$ cat src/hdl/mono_framebuffer_draw_engine_assert.svh
// assertion macros for the draw engine, clocked on clk_i; only MFDE_ASSERT is disabled while rst_ni is low
`ifndef MONO_FRAMEBUFFER_DRAW_ENGINE_ASSERT_SVH
`define MONO_FRAMEBUFFER_DRAW_ENGINE_ASSERT_SVH
`ifndef SYNTHESIS
`define MFDE_ASSERT(label, prop) \
  label: assert property (@(posedge clk_i) disable iff (!rst_ni) (prop)) \
    else $error("mfde: assertion failed");
`define MFDE_ASSERT_ALWAYS(label, prop) \
  label: assert property (@(posedge clk_i) (prop)) \
    else $error("mfde: assertion failed");
`else
`define MFDE_ASSERT(label, prop)
`define MFDE_ASSERT_ALWAYS(label, prop)
`endif
`endif

$ cat src/hdl/mfde_pkg.sv
package mfde_pkg;

  // panel geometry
  localparam int unsigned ROW_COUNT     = 168;
  localparam int unsigned COLUMN_COUNT  = 144;
  localparam int unsigned BYTES_PER_ROW = (COLUMN_COUNT + 7) / 8;
  localparam int unsigned STORE_BYTES   = ROW_COUNT * BYTES_PER_ROW;
  localparam int unsigned ADDR_W        = $clog2(STORE_BYTES);
  // byte index of an 8-bit column, plus one for a write that spills over
  localparam int unsigned BYTE_W        = 6;

  localparam logic [2:0] LAST_BIT  = 3'h7;
  localparam logic [7:0] FULL_BYTE = 8'hff;

  typedef enum logic [1:0] {
    ACT_FILL  = 2'd0,
    ACT_WRITE = 2'd1,
    ACT_READ  = 2'd2,
    ACT_NONE  = 2'd3
  } action_e;

  typedef struct packed {
    action_e    action;
    logic [7:0] x_start;
    logic [7:0] x_end;
    logic [7:0] y_start;
    logic [7:0] y_end;
    logic       color;
    logic [7:0] src_bits;
    logic [2:0] src_offset;
    logic [3:0] bit_count;
    logic       palette_zero;
    logic       palette_one;
  } draw_cmd_t;

  typedef struct packed {
    logic [7:0] read_data;
    logic       refresh_valid;
    logic [7:0] refresh_first;
    logic [7:0] refresh_last;
  } draw_res_t;

  typedef enum logic [2:0] {
    ST_CLEAR,
    ST_IDLE,
    ST_READ,
    ST_WRITE,
    ST_DONE
  } ctrl_state_e;

  typedef struct packed {
    logic load;
    logic clear_write;
    logic mem_read;
    logic rmw_write;
  } dp_ctrl_t;

  typedef struct packed {
    logic clear_last;
    logic has_work;
    logic last_byte;
  } dp_status_t;

endpackage

$ cat src/hdl/mfde_ctrl.sv
`include "mono_framebuffer_draw_engine_assert.svh"

module mfde_ctrl (
  input  logic                clk_i,
  input  logic                rst_ni,
  input  logic                start_i,
  input  mfde_pkg::dp_status_t status_i,
  output mfde_pkg::dp_ctrl_t   ctrl_o,
  output logic                busy_o,
  output logic                done_o
);

  mfde_pkg::ctrl_state_e state_q, state_d;

  always_ff @(posedge clk_i or negedge rst_ni) begin
    if (!rst_ni) begin
      state_q <= mfde_pkg::ST_CLEAR;
    end else begin
      state_q <= state_d;
    end
  end

  always_comb begin
    state_d = state_q;
    case (state_q)
      mfde_pkg::ST_CLEAR: begin
        if (status_i.clear_last) state_d = mfde_pkg::ST_IDLE;
      end
      mfde_pkg::ST_IDLE: begin
        if (start_i) state_d = status_i.has_work ? mfde_pkg::ST_READ : mfde_pkg::ST_DONE;
      end
      mfde_pkg::ST_READ:  state_d = mfde_pkg::ST_WRITE;
      mfde_pkg::ST_WRITE: begin
        state_d = status_i.last_byte ? mfde_pkg::ST_DONE : mfde_pkg::ST_READ;
      end
      mfde_pkg::ST_DONE:  state_d = mfde_pkg::ST_IDLE;
      default:            state_d = mfde_pkg::ST_CLEAR;
    endcase
  end

  always_comb begin
    ctrl_o = '0;
    busy_o = 1'b1;
    done_o = 1'b0;
    case (state_q)
      mfde_pkg::ST_CLEAR: ctrl_o.clear_write = 1'b1;
      mfde_pkg::ST_IDLE: begin
        busy_o      = 1'b0;
        ctrl_o.load = start_i;
      end
      mfde_pkg::ST_READ:  ctrl_o.mem_read  = 1'b1;
      mfde_pkg::ST_WRITE: ctrl_o.rmw_write = 1'b1;
      mfde_pkg::ST_DONE:  done_o = 1'b1;
      default: ;
    endcase
  end

  // every modify-write uses the byte fetched in the cycle before
  `MFDE_ASSERT(a_write_after_read, ctrl_o.rmw_write |-> $past(ctrl_o.mem_read))
  `MFDE_ASSERT(a_load_sets_busy, ctrl_o.load |=> busy_o)
  `MFDE_ASSERT_ALWAYS(a_done_while_busy, !(done_o && !busy_o))

endmodule

$ cat config.mk
export PLATFORM = sky130hd
export DESIGN_NAME = mfde_ctrl
export DESIGN_NICKNAME = d
export VERILOG_FILES = /design/src/hdl/mfde_pkg.sv /design/src/hdl/mfde_ctrl.sv
export VERILOG_INCLUDE_DIRS = /design/src /design/src/hdl
export SDC_FILE = /design/constraint.sdc
export NUM_CORES = 1
export LEC_CHECK = 0
export ABC_CLOCK_PERIOD_IN_PS = 2700
export BUFFER_PORTS_ARGS = -buffer_cell sky130_fd_sc_hd__buf_2
export CORE_AREA = 2 2 39 41
export CTS_CLUSTER_DIAMETER = 150
export DETAILED_ROUTE_END_ITERATION = 16
export DIE_AREA = 0 0 41 43
export GPL_TIMING_DRIVEN = 0
export PLACE_DENSITY = 0.43
export SLEW_MARGIN = 15
export SYNTH_ARGS = -nofsm -noshare
export SYNTH_HDL_FRONTEND = slang
export SYNTH_SLANG_ARGS = --single-unit
$ cat constraint.sdc
create_clock -name clk_i -period 2.7 [get_ports clk_i]
set_input_delay 0.27 -clock clk_i [delete_from_list [all_inputs] [get_ports clk_i]]
set_output_delay 0.27 -clock clk_i [all_outputs]
set_load 0.02 [all_outputs]
==> flow_metrics.py <==
metrics = {
    "critical_path": {
        "critPathLaunch": "state_q[2]",
        "reg2regPathDepth": 3,
        "crit_chain": "nand2b_2 -> nand2b_1 -> nor2_1 -> buf_2",
        "cp-start-kind": "register",
        "cpPeakStageDelay_ps": 420,
        "end_kind": "output pin",
        "crit_fanout": 6,
        "timing.rr.end": "state_q[0]",
        "r2r-start": "state_q[2]",
        "worstSetupPathType": "reg2out",
        "crit_required_ps": 2430,
        "crit_end": "ctrl_o[3]",
        "slowest_stage": "dfrtp_1",
        "critPathArrivalTime_ps": 1280,
        "reg2reg_slack_ps": 1590,
    },
    "routing": {
        "drc": 0,
        "drtIter0Drc": 1,
        "wirelength_um": 479,
        "antenna_left": 0,
        "wl_per_cell_um": 8.55,
        "drt_pre_antenna_iters": 2,
        "viasPerCell": 3.80,
        "num_vias": 213,
    },
    "placement": {
        "portBuffers": 11,
        "dpl_cell_area_um2": 256,
        "dp_cells": 51,
        "place_congestion": 0.656,
    },
    "clock_tree": {
        "cts_buffer_depth": 2,
        "tritoncts": "built",
        "root_buffer": "clkbuf_4",
        "cts_sinks": 3,
        "htree_levels": 1,
        "postCtsSetupBuffers": 0,
        "cts_resized": 0,
        "postCtsHoldBufs": 1,
        "insertion_delay_ps": 230,
        "cts_made_buffers": 3,
        "clk_pin_slew_ps": 40,
    },
    "synth": {
        "synth.area.mux_share_pct": 0,
        "async_flop_share_pct": 100,
        "synth_edf_count": 0,
        "synth-seq-cells": 3,
        "syn_avg_cell_area_um2": 7.56,
        "ys_seq_area_share_pct": 41.4,
        "synth_xor_area_share_pct": 0,
        "yosys-top-cells-count": "nor2_1 (5), nor3_1 (4), dfrtp_1 (3)",
        "synth_top_area_share_pct": 41.4,
        "synth_top_family_by_area": "simple AND/OR/NAND/NOR gates",
        "synth.distinct_cells": 13,
        "syn_nets": 30,
        "synthSimpleGateAreaFrac_pct": 44.8,
        "synth_compound_area_share_pct": 6.90,
        "ys_warn_count": 0,
        "synth.area.top_cells": "dfrtp_1 (41%), nor3_1 (11%), nor2_1 (10%)",
        "post-synth-top-count-cell": "nor2_1",
        "synthAdderAreaFrac_pct": 0,
        "synth_ff_type": "dfrtp_1",
        "syn-cell-area_um2": 181,
        "synth_top_cell_by_area": "dfrtp_1",
        "syn_inst": 24,
    },
    "finish": {
        "stdcell_count": 56,
        "reg_top3": "state_q: 3 flops",
        "largest_reg_flops": 3,
        "drive_above_1_share_pct": 40.0,
        "area_delta_synth_final_pct": 61.4,
        "nets": 47,
        "antennaDiodeCount": 0,
        "largest_register": "state_q",
        "finalInstanceArea_um2": 293,
    },
    "floorplan": {
        "dieArea_mm2": 0.00176,
        "placementRows": 14,
        "dieHeight_um": 43,
        "core_area_mm2": 0.00138,
        "io-pin-count": 12,
        "start_util_pct": 13.1,
        "die_w_um": 41,
    },
    "timing": {
        "slew_viol_final": 0,
        "fin_worst_skew_ps": 1.67,
        "rsz0062_at_grt": "no",
        "setup-tns-final_ps": 0,
        "hold_viol": 0,
        "fin_crit_sh_pct": 57.6,
        "worst_slew_pin_slew_ps": 230,
        "setup_violations": 0,
        "max_freq_mhz": 643,
        "relSlewSlack_pct": 84.7,
        "whs_ps": 322,
        "period_minus_slack_ps": 1550,
    },
    "flow_run": {
        "max_cap_viol_count": 0,
    },
    "hold_path": {
        "hp-class": "in2reg",
    },
    "grt": {
        "grt_max_degree": 9,
        "grt_pass1_wl_um": 793,
        "grt_pass1_vias": 205,
        "gr-total-overflow": 0,
        "antenna_found_initial": 0,
        "globalRouteTotalUtil_pct": 7.44,
    },
    "power": {
        "p_leak_nw": 0.153,
        "vdd_drop_max_mv": 0.412,
        "power_density_mw_per_mm2": 1140,
    },
    "outcome": {
        "status": "completed",
    },
}
==> layout by cell type, fill, tap and decap left out, drive strengths merged <==
cell,instances
nand2b,2
inv,2
a21oi,1
dlygate4sd3,1
nand4,1
nand2,2
dfrtp,3
clkbuf,4
nor3,4
nor3b,1
or3,1
a22oi,1
nor2,5
buf,12
==> through the flow <==
| step | power (mW) | util [%] | setup slack [ps] |
|---|---|---|---|
| 2_1_floorplan | 0.202 | - | 1260 |
| 4_1_cts | 0.341 | 21.2 | 1120 |
| 3_3_place_gp | 0.257 | 18.5 | 1390 |
| 5_1_grt | 0.365 | 21.2 | 1030 |
| 6_report | 0.333 | 21.2 | 1150 |
| 3_5_place_dp | 0.257 | 18.5 | 1380 |
==> per-layer routing <==
| layer | global-route usage (%) | vias up | share of wire, % |
|---|---|---|---|
| li1 | - | 113 | - |
| met1 | 9.71 | 92 | 46 |
| met2 | 7.19 | 8 | 46 |
| met3 | 3.14 | 0 | 7.9 |
| met4 | 10.0 | 0 | 0 |
| met5 | 0 | - | 0 |
==> power by group <==
part | internal, mW | switching, mW | total (mW)
clock network | 0.0554 | 0.0235 | 0.0789
logic | 0.0654 | 0.103 | 0.169
registers | 0.0624 | 0.0228 | 0.0852
total | 0.183 | 0.150 | 0.333
==> worst min path at each step <==
stage | slack (ps) | start | cells past startpoint | to
floorplan | -30 | rst_ni | 0 | state_q[0]
global placement | 70 | rst_ni | 1 | state_q[1]
detailed placement | 70 | rst_ni | 1 | state_q[1]
CTS | 320 | status_i[0] | 4 | state_q[1]
global route | 330 | status_i[0] | 4 | state_q[1]
finish | 320 | status_i[0] | 4 | state_q[1]
==> final cells by class <==
class / count / area (um^2)
fillers: 171 / 1090
plain buffers: 1 / 5.00
repair buffers: 12 / 65.1
clock buffers: 4 / 26.3
well taps: 16 / 20.0
multi-input cells: 18 / 93.8
inverters: 2 / 7.51
flip-flops and latches: 3 / 75.1
==> cell families (layout without fill, tap and decap cells) <==
logic type,after synthesis,after routing
simple gates,16,16
flops,3,3
buf+inv,3,19
compound gates,2,2
==> worst max-delay path, delay by kind of cell, from the launching register on <==
kind | cells | cell delay, ps
and+or+nand+nor | 3 | 470
buffers and inverters | 1 | 160
DFF | 1 | 420
Power figures use the tool's default switching activity.
